==> src/rtl/grd_pkg.sv <==
// grd_pkg: types, constants and small decode functions for the gamepad report decoder
// depends on nothing; used by the channel interfaces and gamepad_report_decoder
package grd_pkg;

   // field widths
   localparam int BYTE_W    = 8;
   localparam int BUTTONS_W = 18;
   localparam int AXIS_W    = 8;
   localparam int MASK_W    = 3;
   localparam int BATT_W    = 7;
   localparam int COUNT_W   = 4;
   localparam int RAW_AXIS_W = 12;

   // report layout
   localparam int BUF_LEN        = 13;
   localparam logic [COUNT_W-1:0] COUNT_MAX      = 4'd15;
   localparam logic [COUNT_W-1:0] MIN_LEN_FULL   = 4'd13;
   localparam logic [COUNT_W-1:0] MIN_LEN_SIMPLE = 4'd12;
   localparam logic [BYTE_W-1:0]  ID_FULL        = 8'h30;
   localparam logic [BYTE_W-1:0]  ID_SIMPLE      = 8'h3F;
   localparam int DPAD_LSB    = 14;
   localparam int CHARGE_BIT  = 3;

   // report kind codes
   localparam logic KIND_FULL   = 1'b0;
   localparam logic KIND_SIMPLE = 1'b1;

   // hat switch codes, clockwise from up
   localparam logic [BYTE_W-1:0] HAT_N  = 8'd0;
   localparam logic [BYTE_W-1:0] HAT_NE = 8'd1;
   localparam logic [BYTE_W-1:0] HAT_E  = 8'd2;
   localparam logic [BYTE_W-1:0] HAT_SE = 8'd3;
   localparam logic [BYTE_W-1:0] HAT_S  = 8'd4;
   localparam logic [BYTE_W-1:0] HAT_SW = 8'd5;
   localparam logic [BYTE_W-1:0] HAT_W  = 8'd6;
   localparam logic [BYTE_W-1:0] HAT_NW = 8'd7;

   // valid mask codes
   localparam logic [MASK_W-1:0] MASK_ALL        = 3'b000;
   localparam logic [MASK_W-1:0] MASK_LEFT_GRIP  = 3'b011;
   localparam logic [MASK_W-1:0] MASK_RIGHT_GRIP = 3'b101;

   // axis scaling 12 -> 8 bits
   localparam int SCALE_MUL = 254;
   localparam int SCALE_DIV = 4095;
   localparam int PROD_W    = 20;

   // battery
   localparam logic [BATT_W-1:0] BATT_MAX  = 7'd100;
   localparam logic [BATT_W-1:0] BATT_STEP = 7'd12;
   localparam logic [BATT_W-1:0] BATT_BASE = 7'd5;
   localparam logic [3:0]        BATT_SAT_NIBBLE = 4'd8;

   typedef enum logic [1:0] {
      GRIP_LEFT      = 2'd0,
      GRIP_RIGHT     = 2'd1,
      GRIP_UNDECIDED = 2'd2
   } grip_type;

   typedef struct packed {
      logic [BUTTONS_W-1:0] buttons;
      logic [AXIS_W-1:0]    left_x;
      logic [AXIS_W-1:0]    left_y;
      logic [AXIS_W-1:0]    right_x;
      logic [AXIS_W-1:0]    right_y;
      logic [MASK_W-1:0]    valid_mask;
      logic [BATT_W-1:0]    battery_percent;
      logic                 charging;
      logic                 report_kind;
   } rsp_type;

   // 1 + floor(v*254/4095); 4095 = 2^12-1 so the quotient is p>>12 plus one correction
   function automatic logic [AXIS_W-1:0] scale12(input logic [RAW_AXIS_W-1:0] v);
      logic [PROD_W-1:0]       p;
      logic [AXIS_W-1:0]       q0;
      logic [RAW_AXIS_W:0]     r;
      logic                    fix;
      p   = PROD_W'(v) * PROD_W'(SCALE_MUL);
      q0  = p[PROD_W-1:RAW_AXIS_W];
      r   = {1'b0, p[RAW_AXIS_W-1:0]} + (RAW_AXIS_W+1)'(q0);
      fix = (r >= (RAW_AXIS_W+1)'(SCALE_DIV));
      return AXIS_W'(9'd1 + {1'b0, q0} + 9'(fix));
   endfunction

   // nibble*12+5, saturated at 100
   function automatic logic [BATT_W-1:0] batt_from_nibble(input logic [3:0] nib);
      logic [BATT_W-1:0] lvl;
      if (nib >= BATT_SAT_NIBBLE) begin
         lvl = BATT_MAX;
      end else begin
         lvl = BATT_W'({3'b000, nib} * BATT_STEP) + BATT_BASE;
      end
      return lvl;
   endfunction

endpackage

==> src/rtl/grd_req_if.sv <==
// grd_req_if: valid/ready channel carrying report bytes into the decoder
// depends on grd_pkg for field widths
interface grd_req_if;
   logic                       valid;
   logic                       ready;
   logic [grd_pkg::BYTE_W-1:0] report_byte;
   logic                       last_byte;

   modport source (output valid, output report_byte, output last_byte, input ready);
   modport sink   (input valid, input report_byte, input last_byte, output ready);
endinterface

==> src/rtl/grd_rsp_if.sv <==
// grd_rsp_if: valid/ready channel carrying decoded gamepad state out of the decoder
// depends on grd_pkg for field widths
interface grd_rsp_if;
   logic                          valid;
   logic                          ready;
   logic [grd_pkg::BUTTONS_W-1:0] buttons;
   logic [grd_pkg::AXIS_W-1:0]    left_x;
   logic [grd_pkg::AXIS_W-1:0]    left_y;
   logic [grd_pkg::AXIS_W-1:0]    right_x;
   logic [grd_pkg::AXIS_W-1:0]    right_y;
   logic [grd_pkg::MASK_W-1:0]    valid_mask;
   logic [grd_pkg::BATT_W-1:0]    battery_percent;
   logic                          charging;
   logic                          report_kind;

   modport source (output valid, output buttons, output left_x, output left_y,
                   output right_x, output right_y, output valid_mask,
                   output battery_percent, output charging, output report_kind,
                   input ready);
   modport sink   (input valid, input buttons, input left_x, input left_y,
                   input right_x, input right_y, input valid_mask,
                   input battery_percent, input charging, input report_kind,
                   output ready);
endinterface

==> src/rtl/gamepad_report_decoder.sv <==
// gamepad_report_decoder: byte-serial gamepad input report decoder, top level
// depends on grd_pkg, grd_req_if and grd_rsp_if
//
// usage
// - req_chan takes one report byte per item, last_byte high on the final byte
// - rsp_chan gives one decoded item per recognized report: full layout (id 0x30,
//   13+ bytes) or simple layout (id 0x3F, 12+ bytes); other reports give nothing
// - one byte per cycle while no last byte waits for the output register; a byte is
//   held in the input register and decoded from there, and its result is held in
//   the output register, which drives rsp_chan
// - the decode is a single pass of shallow logic: four constant-multiply axis
//   scalers, battery lookup and button remap, between input and result registers
// - a result waiting in the output register does not block bytes of the next
//   report; only a last byte waits for the output register to be free
// - when the receiver stalls, rsp payload holds until taken; req_chan.ready
//   drops only while a last byte is held and the output register is still full
// - reset (synchronous, active high) clears the byte count, grip side
//   (undecided), held battery and charging state and both valid flags; the
//   report buffer is not cleared, only bytes of the current report are read
// - grip side is detected once, from the first decoded report where exactly one
//   stick rests at zero, and then chooses the valid mask
module gamepad_report_decoder (
   input  logic         clock,
   input  logic         reset,
   grd_req_if.sink      req_chan,
   grd_rsp_if.source    rsp_chan
);

   // input register
   logic                       s0_valid_ff, s0_valid_in;
   logic [grd_pkg::BYTE_W-1:0] s0_byte_ff;
   logic                       s0_last_ff;

   // report state
   logic [grd_pkg::BYTE_W-1:0]  buf_ff [grd_pkg::BUF_LEN];
   logic [grd_pkg::COUNT_W-1:0] count_ff, count_in;
   grd_pkg::grip_type           grip_ff, grip_in;
   logic [grd_pkg::BATT_W-1:0]  batt_ff, batt_in;
   logic                        chg_ff, chg_in;

   // result register
   logic                 rsp_valid_ff, rsp_valid_in;
   grd_pkg::rsp_type     rsp_ff, rsp_in;

   logic out_free;
   logic advance;
   logic report_end;

   // decode signals
   logic [grd_pkg::BYTE_W-1:0]  cur [grd_pkg::BUF_LEN];
   logic [grd_pkg::COUNT_W-1:0] len;
   logic                        hit_full, hit_simple, hit;
   logic [grd_pkg::BUTTONS_W-1:0] btn_full, btn_simple, btn_sel;
   logic [grd_pkg::RAW_AXIS_W-1:0] lx_raw, ly_raw, rx_raw, ry_raw;
   logic [grd_pkg::AXIS_W-1:0]  lx_full, ly_full, rx_full, ry_full;
   logic                        l_empty, r_empty;
   logic [grd_pkg::BYTE_W-1:0]  hat;
   logic [grd_pkg::BATT_W-1:0]  batt_new;
   logic [grd_pkg::MASK_W-1:0]  mask_sel;

   // handshake: a last byte needs room in the output register, other bytes never wait
   assign out_free       = !rsp_valid_ff || rsp_chan.ready;
   assign advance        = s0_valid_ff && (!s0_last_ff || out_free);
   assign report_end     = advance && s0_last_ff;
   assign req_chan.ready = !s0_valid_ff || advance;

   always_comb begin
      s0_valid_in = s0_valid_ff;
      if (advance) begin
         s0_valid_in = 1'b0;
      end
      if (req_chan.valid && req_chan.ready) begin
         s0_valid_in = 1'b1;
      end
   end

   always_ff @(posedge clock) begin
      if (reset) begin
         s0_valid_ff <= 1'b0;
      end else begin
         s0_valid_ff <= s0_valid_in;
      end
   end

   always_ff @(posedge clock) begin
      if (req_chan.valid && req_chan.ready) begin
         s0_byte_ff <= req_chan.report_byte;
         s0_last_ff <= req_chan.last_byte;
      end
   end

   // buffer view with the byte in flight merged at its slot
   always_comb begin
      for (int i = 0; i < grd_pkg::BUF_LEN; i++) begin
         cur[i] = (count_ff == grd_pkg::COUNT_W'(i)) ? s0_byte_ff : buf_ff[i];
      end
   end

   // saturating length including this byte
   assign len = (count_ff == grd_pkg::COUNT_MAX) ? grd_pkg::COUNT_MAX : count_ff + 4'd1;

   assign hit_full   = (cur[0] == grd_pkg::ID_FULL)   && (len >= grd_pkg::MIN_LEN_FULL);
   assign hit_simple = (cur[0] == grd_pkg::ID_SIMPLE) && (len >= grd_pkg::MIN_LEN_SIMPLE);
   assign hit        = hit_full || hit_simple;

   // full layout: bytes 3..5 are right, shared and left button groups
   assign btn_full = {cur[5][2], cur[5][3], cur[5][0], cur[5][1],
                      cur[4][5], cur[4][4], cur[4][2], cur[4][3], cur[4][1], cur[4][0],
                      cur[3][7], cur[5][7], cur[3][6], cur[5][6],
                      cur[3][1], cur[3][0], cur[3][3], cur[3][2]};

   // simple layout: hat switch drives the d-pad bits
   assign hat = cur[3];
   assign btn_simple[13:0] = {cur[2][5:0], cur[1]};
   assign btn_simple[14] = (hat == grd_pkg::HAT_N)  || (hat == grd_pkg::HAT_NE) ||
                           (hat == grd_pkg::HAT_NW);
   assign btn_simple[15] = (hat == grd_pkg::HAT_SE) || (hat == grd_pkg::HAT_S) ||
                           (hat == grd_pkg::HAT_SW);
   assign btn_simple[16] = (hat == grd_pkg::HAT_SW) || (hat == grd_pkg::HAT_W) ||
                           (hat == grd_pkg::HAT_NW);
   assign btn_simple[17] = (hat == grd_pkg::HAT_NE) || (hat == grd_pkg::HAT_E) ||
                           (hat == grd_pkg::HAT_SE);

   // right-grip devices lose the d-pad, judged by the side held before this report
   always_comb begin
      btn_sel = hit_full ? btn_full : btn_simple;
      if (grip_ff == grd_pkg::GRIP_RIGHT) begin
         btn_sel[grd_pkg::BUTTONS_W-1:grd_pkg::DPAD_LSB] = '0;
      end
   end

   // 12-bit packed sticks of the full layout
   assign lx_raw = {cur[7][3:0], cur[6]};
   assign ly_raw = {cur[8], cur[7][7:4]};
   assign rx_raw = {cur[10][3:0], cur[9]};
   assign ry_raw = {cur[11], cur[10][7:4]};

   assign lx_full = grd_pkg::scale12(lx_raw);
   assign ly_full = grd_pkg::scale12(ly_raw);
   assign rx_full = grd_pkg::scale12(rx_raw);
   assign ry_full = grd_pkg::scale12(ry_raw);

   // a stick at rest reads all zero in either layout (simple: bytes 4..7, 8..11; full: 6..8, 9..11)
   assign l_empty = (cur[4] == '0 && cur[5] == '0 && cur[6] == '0 && cur[7] == '0)
                    && hit_simple
                 || (lx_raw == '0 && ly_raw == '0) && hit_full;
   assign r_empty = (cur[8] == '0 && cur[9] == '0 && cur[10] == '0 && cur[11] == '0)
                    && hit_simple
                 || (rx_raw == '0 && ry_raw == '0) && hit_full;

   assign batt_new = grd_pkg::batt_from_nibble(cur[2][7:4]);

   // grip side detector, next state
   always_comb begin
      grip_in = grip_ff;
      if (report_end && hit) begin
         case (grip_ff)
            grd_pkg::GRIP_LEFT,
            grd_pkg::GRIP_RIGHT: grip_in = grip_ff;
            default: begin
               if (r_empty && !l_empty) begin
                  grip_in = grd_pkg::GRIP_LEFT;
               end else if (l_empty && !r_empty) begin
                  grip_in = grd_pkg::GRIP_RIGHT;
               end
            end
         endcase
      end
   end

   // grip side detector, mask output from the updated side
   always_comb begin
      case (grip_in)
         grd_pkg::GRIP_LEFT:  mask_sel = grd_pkg::MASK_LEFT_GRIP;
         grd_pkg::GRIP_RIGHT: mask_sel = grd_pkg::MASK_RIGHT_GRIP;
         default:             mask_sel = grd_pkg::MASK_ALL;
      endcase
   end

   // byte count, held battery and held charging state
   always_comb begin
      count_in = count_ff;
      batt_in  = batt_ff;
      chg_in   = chg_ff;
      if (advance) begin
         count_in = s0_last_ff ? '0 : len;
      end
      if (report_end && hit_full) begin
         batt_in = batt_new;
         chg_in  = cur[2][grd_pkg::CHARGE_BIT];
      end
   end

   always_ff @(posedge clock) begin
      if (reset) begin
         count_ff <= '0;
         grip_ff  <= grd_pkg::GRIP_UNDECIDED;
         batt_ff  <= '0;
         chg_ff   <= 1'b0;
      end else begin
         count_ff <= count_in;
         grip_ff  <= grip_in;
         batt_ff  <= batt_in;
         chg_ff   <= chg_in;
      end
   end

   // bytes past the buffer are counted but not kept
   always_ff @(posedge clock) begin
      if (advance && (count_ff < grd_pkg::COUNT_W'(grd_pkg::BUF_LEN))) begin
         buf_ff[count_ff] <= s0_byte_ff;
      end
   end

   // result assembly
   always_comb begin
      rsp_in.buttons    = btn_sel;
      rsp_in.valid_mask = mask_sel;
      if (hit_full) begin
         rsp_in.left_x          = lx_full;
         rsp_in.left_y          = ~ly_full;
         rsp_in.right_x         = rx_full;
         rsp_in.right_y         = ~ry_full;
         rsp_in.battery_percent = batt_new;
         rsp_in.charging        = cur[2][grd_pkg::CHARGE_BIT];
         rsp_in.report_kind     = grd_pkg::KIND_FULL;
      end else begin
         // simple layout keeps the high byte of each 16-bit axis
         rsp_in.left_x          = cur[5];
         rsp_in.left_y          = ~cur[7];
         rsp_in.right_x         = cur[9];
         rsp_in.right_y         = ~cur[11];
         rsp_in.battery_percent = batt_ff;
         rsp_in.charging        = chg_ff;
         rsp_in.report_kind     = grd_pkg::KIND_SIMPLE;
      end
   end

   always_comb begin
      rsp_valid_in = rsp_valid_ff;
      if (rsp_chan.ready) begin
         rsp_valid_in = 1'b0;
      end
      if (report_end && hit) begin
         rsp_valid_in = 1'b1;
      end
   end

   always_ff @(posedge clock) begin
      if (reset) begin
         rsp_valid_ff <= 1'b0;
      end else begin
         rsp_valid_ff <= rsp_valid_in;
      end
   end

   always_ff @(posedge clock) begin
      if (report_end && hit) begin
         rsp_ff <= rsp_in;
      end
   end

   assign rsp_chan.valid           = rsp_valid_ff;
   assign rsp_chan.buttons         = rsp_ff.buttons;
   assign rsp_chan.left_x          = rsp_ff.left_x;
   assign rsp_chan.left_y          = rsp_ff.left_y;
   assign rsp_chan.right_x         = rsp_ff.right_x;
   assign rsp_chan.right_y         = rsp_ff.right_y;
   assign rsp_chan.valid_mask      = rsp_ff.valid_mask;
   assign rsp_chan.battery_percent = rsp_ff.battery_percent;
   assign rsp_chan.charging        = rsp_ff.charging;
   assign rsp_chan.report_kind     = rsp_ff.report_kind;

   // once a side is decided it never changes
   a_grip_sticky: assert property (@(posedge clock) disable iff (reset)
      (grip_ff != grd_pkg::GRIP_UNDECIDED) |=> (grip_ff == $past(grip_ff)))
      else $error("grip side changed after detection");

   // the end of a report always restarts the byte count
   a_count_clear: assert property (@(posedge clock) disable iff (reset)
      report_end |=> (count_ff == '0))
      else $error("byte count not cleared at end of report");

   // a shown result carries one of the three mask codes
   a_mask_code: assert property (@(posedge clock) disable iff (reset)
      rsp_valid_ff |-> (rsp_ff.valid_mask == grd_pkg::MASK_ALL ||
                        rsp_ff.valid_mask == grd_pkg::MASK_LEFT_GRIP ||
                        rsp_ff.valid_mask == grd_pkg::MASK_RIGHT_GRIP))
      else $error("bad valid mask on result");

   // held battery level stays within percent range
   a_batt_range: assert property (@(posedge clock) disable iff (reset)
      batt_ff <= grd_pkg::BATT_MAX)
      else $error("held battery above 100");

endmodule
==> src/flat_wrapper.sv <==
// flat-port wrapper written by rule: the top's interface ports become plain ports
module gamepad_report_decoder_flat 
  (clock, reset, req_chan_valid, req_chan_report_byte, req_chan_last_byte, req_chan_ready, rsp_chan_valid, rsp_chan_buttons, rsp_chan_left_x, rsp_chan_left_y, rsp_chan_right_x, rsp_chan_right_y, rsp_chan_valid_mask, rsp_chan_battery_percent, rsp_chan_charging, rsp_chan_report_kind, rsp_chan_ready);
  grd_req_if req_chan_i ();
  grd_rsp_if rsp_chan_i ();
  input  logic clock;
  input  logic reset;
  input wire logic [$bits(req_chan_i.valid)-1:0] req_chan_valid;
  input wire logic [$bits(req_chan_i.report_byte)-1:0] req_chan_report_byte;
  input wire logic [$bits(req_chan_i.last_byte)-1:0] req_chan_last_byte;
  output wire logic [$bits(req_chan_i.ready)-1:0] req_chan_ready;
  output wire logic [$bits(rsp_chan_i.valid)-1:0] rsp_chan_valid;
  output wire logic [$bits(rsp_chan_i.buttons)-1:0] rsp_chan_buttons;
  output wire logic [$bits(rsp_chan_i.left_x)-1:0] rsp_chan_left_x;
  output wire logic [$bits(rsp_chan_i.left_y)-1:0] rsp_chan_left_y;
  output wire logic [$bits(rsp_chan_i.right_x)-1:0] rsp_chan_right_x;
  output wire logic [$bits(rsp_chan_i.right_y)-1:0] rsp_chan_right_y;
  output wire logic [$bits(rsp_chan_i.valid_mask)-1:0] rsp_chan_valid_mask;
  output wire logic [$bits(rsp_chan_i.battery_percent)-1:0] rsp_chan_battery_percent;
  output wire logic [$bits(rsp_chan_i.charging)-1:0] rsp_chan_charging;
  output wire logic [$bits(rsp_chan_i.report_kind)-1:0] rsp_chan_report_kind;
  input wire logic [$bits(rsp_chan_i.ready)-1:0] rsp_chan_ready;
  assign req_chan_i.valid = req_chan_valid;
  assign req_chan_i.report_byte = req_chan_report_byte;
  assign req_chan_i.last_byte = req_chan_last_byte;
  assign req_chan_ready = req_chan_i.ready;
  assign rsp_chan_valid = rsp_chan_i.valid;
  assign rsp_chan_buttons = rsp_chan_i.buttons;
  assign rsp_chan_left_x = rsp_chan_i.left_x;
  assign rsp_chan_left_y = rsp_chan_i.left_y;
  assign rsp_chan_right_x = rsp_chan_i.right_x;
  assign rsp_chan_right_y = rsp_chan_i.right_y;
  assign rsp_chan_valid_mask = rsp_chan_i.valid_mask;
  assign rsp_chan_battery_percent = rsp_chan_i.battery_percent;
  assign rsp_chan_charging = rsp_chan_i.charging;
  assign rsp_chan_report_kind = rsp_chan_i.report_kind;
  assign rsp_chan_i.ready = rsp_chan_ready;
  gamepad_report_decoder u_core (.clock(clock), .reset(reset), .req_chan(req_chan_i), .rsp_chan(rsp_chan_i));
endmodule
==> config.mk <==
export PLATFORM = sky130hd
export DESIGN_NAME = gamepad_report_decoder_flat
export DESIGN_NICKNAME = d
export VERILOG_FILES = /design/src/rtl/grd_pkg.sv /design/src/rtl/grd_req_if.sv /design/src/rtl/grd_rsp_if.sv /design/src/rtl/gamepad_report_decoder.sv /design/src/flat_wrapper.sv
export SDC_FILE = /design/constraint.sdc
export NUM_CORES = 1
export LEC_CHECK = 0
export BUFFER_PORTS_ARGS = -buffer_cell sky130_fd_sc_hd__buf_2
export CAP_MARGIN = 20
export CORE_AREA = 3 3 151 211
export CTS_CLUSTER_DIAMETER = 80
export DETAILED_ROUTE_END_ITERATION = 8
export DIE_AREA = 0 0 154 214
export PLACE_DENSITY = 0.78
export REMOVE_ABC_BUFFERS = 1
export SETUP_SLACK_MARGIN = 0.02
export SYNTH_ARGS = -nofsm -noshare
export SYNTH_HDL_FRONTEND = slang
export SYNTH_SLANG_ARGS = --single-unit
==> constraint.sdc <==
create_clock -name clock -period 22.4 [get_ports clock]
set_clock_uncertainty 0.15 [all_clocks]
set_input_delay 1.12 -clock clock [delete_from_list [all_inputs] [get_ports clock]]
set_output_delay 1.12 -clock clock [all_outputs]
set_load 0.02 [all_outputs]
==> qor.yml, run 1 <==
run_status:
  outcome: "finished, final reports clean"
layout:
  syn_to_final_growth_pct: 7.83
  finalNetCount: 2243
  diodes: 0
  drive_gt1_share_pct: 8.56
  utilization_pct: 65.2
cts:
  clk_latency_ns: 0.45
  clkSlewWorstSetupHoldPaths_ns: 0.07
  cts_max_level: 4
  cts_tree: "done"
  max-clock-path-buffers: 2
  post_cts_buffers: 0
  cts.sinks: 181
  cts_made_buffers: 17
  root_buffer: "clkbuf_16"
  hold_buffers: 0
  ctsResizeCount: 0
pwr:
  clkPwrFrac_pct: 45.3
  p_sw_share_pct: 20.9
  power_frac_seq_pct: 51.7
  peakVddDrop_mv: 0.0422
  p_total_w: 0.000720
  p_comb_share_pct: 3.0
  power-per-cell-area_nw_per_um2: 36.6
  power.internal_w: 0.000569
  p_leak_nw: 8.93
  power_switching_w: 0.000151
floorplanning:
  die_y_um: 214
  die_x_um: 154
  coreArea_sq_um: 30100
  std_cell_rows: 75
  die_area_sq_um: 33000
  ios: 77
  initial_core_util_pct: 60.5
drt:
  dr.first_iter.drc_count: 852
  drc_errors: 0
  vias_per_cell: 5.92
  firstDrtPassIters: 5
  wl_per_cell_um: 18.8
  vias: 13500
  ant_nets: 0
  wl_mm: 42.9
grt:
  overflow: 0
  grt_pass1_wl_mm: 70.1
  antenna_found_initial: 0
  grt_pass1_vias: 14100
  grtUsageTotal_pct: 26.2
  grt_max_degree: 84
sta:
  timing.final.crit_period_ns: 10.41
  rsz0062_at_grt: "no"
  worstMarginPinSlew_ns: 1.03
  setup_viol: 0
  whs_ns: 0.323
  final_hold_viol_count: 0
  finalSetupTns_ns: 0
  relSlewSlack_pct: 31.0
  finalCritPeriodShare_pct: 46.5
  max_freq_mhz: 96.1
  final_max_slew_viol_count: 0
logic_synthesis:
  ys_types: 84
  syn_inst: 1814
  avgSynthCellArea_sq_um: 10.0
  seq_area_frac_synth_pct: 29.0
  synth_flop_cell: "edfxtp_1"
  yosysTopAreaCell: "edfxtp_1"
  yosysWarningCount: 0
  synth_area_leaders: "edfxtp_1 (27%), fa_1 (15%), ha_1 (15%), inv_1 (5.7%), xnor2_1 (4.2%)"
  ys_ff_latch: 181
  async_flop_share_pct: 0
  synth_edf_count: 166
  synthDominantCellAreaShare_pct: 27.3
  syn_area_sq_um: 18200
worst_setup_path:
  cp_num_buf_inv: 3
  cp.required_ns: 22.43
  worstSetupEndpointType: "register"
  critPathArrivalTime_ns: 10.44
  cpLargestDelayFamily: "simple AND/OR/NAND/NOR gates"
  start_kind: "register"
  critical_path_class: "register to register"
  cpMostUsedCell: "fa_1"
  crit_path_top_delay_cell: "nor2b_1"
  slowest_delay_ns: 0.67
  cp_max_fo: 10
job:
  max-cap-violations: 0
placed_design:
  gp_congestion: 0.929
  portBuffers: 75
  dp_hpwl_mm: 33.2
worst_hold_path:
  hold_class: "register to register"
==> cell families after synthesis <==
logic type                 share of synthesized area [%]
AOI/OAI and AO/OA                                   11.1
xor gates and xnor gates                            6.66
adders and majority gates                           30.1
buffers and inverters                               6.63
DFF                                                 29.0
muxes                                               4.63
other                                             0.0206
and+or+nand+nor                                     11.9
==> state kept, by name (all words and copies together) (netlist names), 2 cells and up <==
signal                           cells
u_core.buf_ff                       96
u_core.rsp_chan.buttons             18
u_core.rsp_chan.left_x               8
u_core.rsp_chan.left_y               8
u_core.rsp_chan.right_x              8
u_core.rsp_chan.right_y              8
u_core.s0_byte_ff                    8
u_core.batt_ff                       6
u_core.rsp_chan.battery_percent      6
u_core.count_ff                      4
u_core.rsp_chan.valid_mask           3
u_core.grip_ff                       2
==> stage by stage <==
stage | instances | setup slack [ns] | instance area (sq um)
floorplan | 1775 | 13.09 | 18100
global placement | 2245 | 12.49 | 19000
detailed placement | 2245 | 12.19 | 19000
CTS | 2277 | 12.15 | 19700
global route | 2277 | 11.36 | 19700
finish | 2277 | 11.99 | 19700
==> area by class of cell <==
class | instances | area, sq um
clock buffers | 21 | 460
fillers | 2342 | 10500
inverters | 279 | 1050
well taps | 385 | 482
clock inverters | 11 | 173
multi-input cells | 1315 | 11800
flip-flops and latches | 181 | 5290
repair buffers | 85 | 450
==> cells in the final DEF, fill, tap and decap left out, drive strengths merged, types with 32 or more instances in the layout <==
cell	netlist	routed
o21ai	67	67
mux2i	67	67
ha	214	214
xor2	41	41
inv	279	281
nor2	105	105
nor3	32	32
buf	12	85
nand3	44	44
xnor2	89	89
edfxtp	166	166
nand2	112	112
a21oi	94	94
fa	137	137
==> power groups by stage <==
stage	clock network [W]	logic, W	registers [W]
2_1_floorplan	0	0.00000592	0.000384
3_3_place_gp	0	0.0000213	0.000379
3_5_place_dp	0	0.0000215	0.000380
4_1_cts	0.000326	0.0000217	0.000372
5_1_grt	0.000340	0.0000233	0.000372
6_report	0.000326	0.0000219	0.000372
==> final timing paths <==
check,from,depth (start not counted),slack (ns),to
worst max-delay path,u_core.count_ff[2],31,11.99,u_core.rsp_chan.left_x[7]
worst min-delay path,u_core.batt_ff[3],2,0.32,u_core.batt_ff[3]
worst max register to register,u_core.count_ff[2],31,11.99,u_core.rsp_chan.left_x[7]
worst min register to register,u_core.batt_ff[3],2,0.32,u_core.batt_ff[3]
==> synth_stat cells, types with 18 or more instances <==
library cell / count
nor2b_1: 18
xor2_1: 38
mux2i_1: 66
o21ai_0: 59
a211oi_1: 20
fa_1: 137
a31oi_1: 27
nand2_1: 110
nor2_1: 105
a21oi_1: 93
ha_1: 214
nand3_1: 42
a21o_1: 22
edfxtp_1: 166
nor3_1: 32
clkbuf_1: 27
xnor2_1: 88
inv_1: 278
nand4_1: 18
==> per-layer routing <==
| layer | global-route usage (%) | wire length (um) |
|---|---|---|
| met5 | 0 | 0 |
| met1 | 29.6 | 16100 |
| met4 | 10.2 | 1450 |
| met3 | 3.21 | 1610 |
| met2 | 49.7 | 23700 |
==> tightest hold or removal path, cell delays in order, from the launching register on <==
cell and delay [ns]:
dfxtp_1 0.32, nand2_1 0.05, a21oi_1 0.06
No activity file was read; power rests on OpenSTA's default activity.
==> run 2, diff against run 1 <==
- clock period: 22.4 -> 10.42 ns (I/O delays scaled with it)
==> run 2 against run 1 <==
Effect of this change: worst setup slack got worse by 11 ns; power is 110% higher; global-route usage down 0.24 points; clock-buffer cell count decreased by 3; cell count is 0.26% higher; worst hold slack worse by 0.21 ns; combinational power grew 88%; first-iteration DRC count shrank 6.2%; sequential share of layout area down 0.077 points; routed wire length fell by 0.57%; flip-flop and latch count stayed put; fmax is 6.5% higher; critical endpoint is now u_core.rsp_chan.left_y[6]; highest routed layer unchanged.
==> qor.yml, run 2 (synthesis results as in run 1) <==
cts:
  post_cts_buffers: 0
  hold_buffers: 0
  max-clock-path-buffers: 2
  clkSlewWorstSetupHoldPaths_ns: 0.07
  cts_tree: "done"
  root_buffer: "clkbuf_16"
  cts_max_level: 4
  cts_made_buffers: 17
  cts.sinks: 181
  clk_latency_ns: 0.43
worst_hold_path:
  hold_class: "primary input to register"
  hold_start: "req_chan_report_byte[0]"
  min_path_cells: 1
  holdPathEnd: "u_core.s0_byte_ff[0]"
worst_setup_path:
  cp_num_buf_inv: 5
  r2r_slack_ns: 0.64
  slowest_delay_ns: 0.60
  r2r_end: "u_core.rsp_chan.left_y[6]"
  worstReg2RegStart: "u_core.count_ff[0]"
  worstSetupEndpointType: "register"
  cp_max_fo: 10
  critical_path_class: "register to register"
  reg2regPathDepth: 35
  cp.required_ns: 10.42
  crit_path_top_delay_cell: "fa_1"
  cpLargestDelayFamily: "adder cells"
  start_kind: "register"
  critPathArrivalTime_ns: 9.77
floorplanning:
  die_area_sq_um: 33000
  die_y_um: 214
  coreArea_sq_um: 30100
  initial_core_util_pct: 60.5
  ios: 77
  std_cell_rows: 75
  die_x_um: 154
drt:
  wl_per_cell_um: 18.7
  dr.first_iter.drc_count: 799
  firstDrtPassIters: 5
  vias_per_cell: 5.94
  vias: 13600
  wl_mm: 42.7
  drc_errors: 0
  ant_nets: 0
layout:
  largest-register: "u_core.buf_ff"
  syn_to_final_growth_pct: 8.14
  layout_commonest_cell: "inv_1"
  final_cell_mix: "inv_1 (278), ha_1 (214), edfxtp_1 (166), fa_1 (137), nand2_1 (108)"
  fillers: 2358
  largest_register_ffs: 96
  finalNetCount: 2248
  drive_gt1_share_pct: 9.44
placed_design:
  dp_hpwl_mm: 33.6
  place_ws_ns: 0.509
  gp_congestion: 0.955
  portBuffers: 75
sta:
  setup_ws_ns: 0.642
  finalSetupTns_ns: 0
  setup_viol: 0
  whs_ns: 0.112
  relSlewSlack_pct: 34.9
  worstMarginPinSlew_ns: 0.971
  timing.final.crit_period_ns: 9.78
  rsz0062_at_grt: "no"
  finalCritPeriodShare_pct: 93.8
  final_hold_viol_count: 0
  max_freq_mhz: 102
  final_max_slew_viol_count: 0
grt:
  grt_pass1_vias: 14100
  busiest_layer: "met2"
  grtUsageTotal_pct: 26.0
  grt_pass1_wl_mm: 70.0
  antenna_found_initial: 1
  met3_usage_pct: 2.99
  use_met1_pct: 29.7
  overflow: 0
  grt_use_met2_pct: 48.4
  grt_max_degree: 84
pwr:
  p_leak_nw: 8.91
  power-per-cell-area_nw_per_um2: 76.5
  peakVddDrop_mv: 0.107
run_status:
  outcome: "finished, final reports clean"
job:
  max-cap-violations: 0
==> run 2: cell types whose count changed in the layout (fill, tap and decap cells not counted), moves of 4 or more <==
cell     previous run  this run
mux2i_1            66        58
mux2i_2             1         8
buf_4              10        15
inv_6               1         5
==> run 2: area by class of cell <==
class	instances	area [sq um]	area share (%)
clock inverter	14	169	0.857
antenna	1	2.50	0.0127
sequential	181	5290	26.8
tap	385	482	2.44
inverter	279	1050	5.31
multi-input combinational	1315	11800	59.9
clock buffer	18	429	2.18
timing repair buffer	90	488	2.48
==> run 2: worst max-delay path by stage <==
stage,cells past startpoint,endpoint,slack [ns],startpoint
4_1_cts,33,u_core.rsp_chan.right_y[7],0.49,u_core.count_ff[0]
5_1_grt,31,u_core.rsp_chan.left_x[7],0.04,u_core.count_ff[0]
6_report,35,u_core.rsp_chan.left_y[6],0.64,u_core.count_ff[0]
3_3_place_gp,33,u_core.rsp_chan.right_y[7],0.76,u_core.count_ff[0]
2_1_floorplan,31,u_core.rsp_chan.left_x[7],1.11,u_core.count_ff[2]
3_5_place_dp,35,u_core.rsp_chan.left_y[6],0.51,u_core.count_ff[0]
==> run 2: metal layers <==
layer	share of wire [%]	vias up
li1	-	6408
met1	38	6614
met2	54	403
met3	4.4	127
met4	4.0	0
met5	0	-
==> run 2: stage by stage <==
stage	utilization (%)	std cells	power (W)	instance area, sq um
2_1_floorplan	-	1775	0.000838	18100
3_3_place_gp	63.3	2250	0.000862	19100
3_5_place_dp	63.3	2250	0.000863	19100
4_1_cts	65.3	2282	0.00151	19700
5_1_grt	65.4	2283	0.00155	19700
6_report	65.4	2283	0.00151	19700
==> run 2: timing repair <==
action | CTS | global route
endpoints found under the setup margin | 0 | 6
endpoints found under the hold margin | 0 | 0
resized for setup | 0 | 13
==> run 2: power by group <==
group	leakage [nW]	total [W]	internal, W	switching (W)
combinational	6.97	0.0000412	0.0000110	0.0000302
sequential	1.65	0.000807	0.000797	0.0000104
clock	0.287	0.000659	0.000361	0.000298
total	8.91	0.00151	0.00117	0.000338
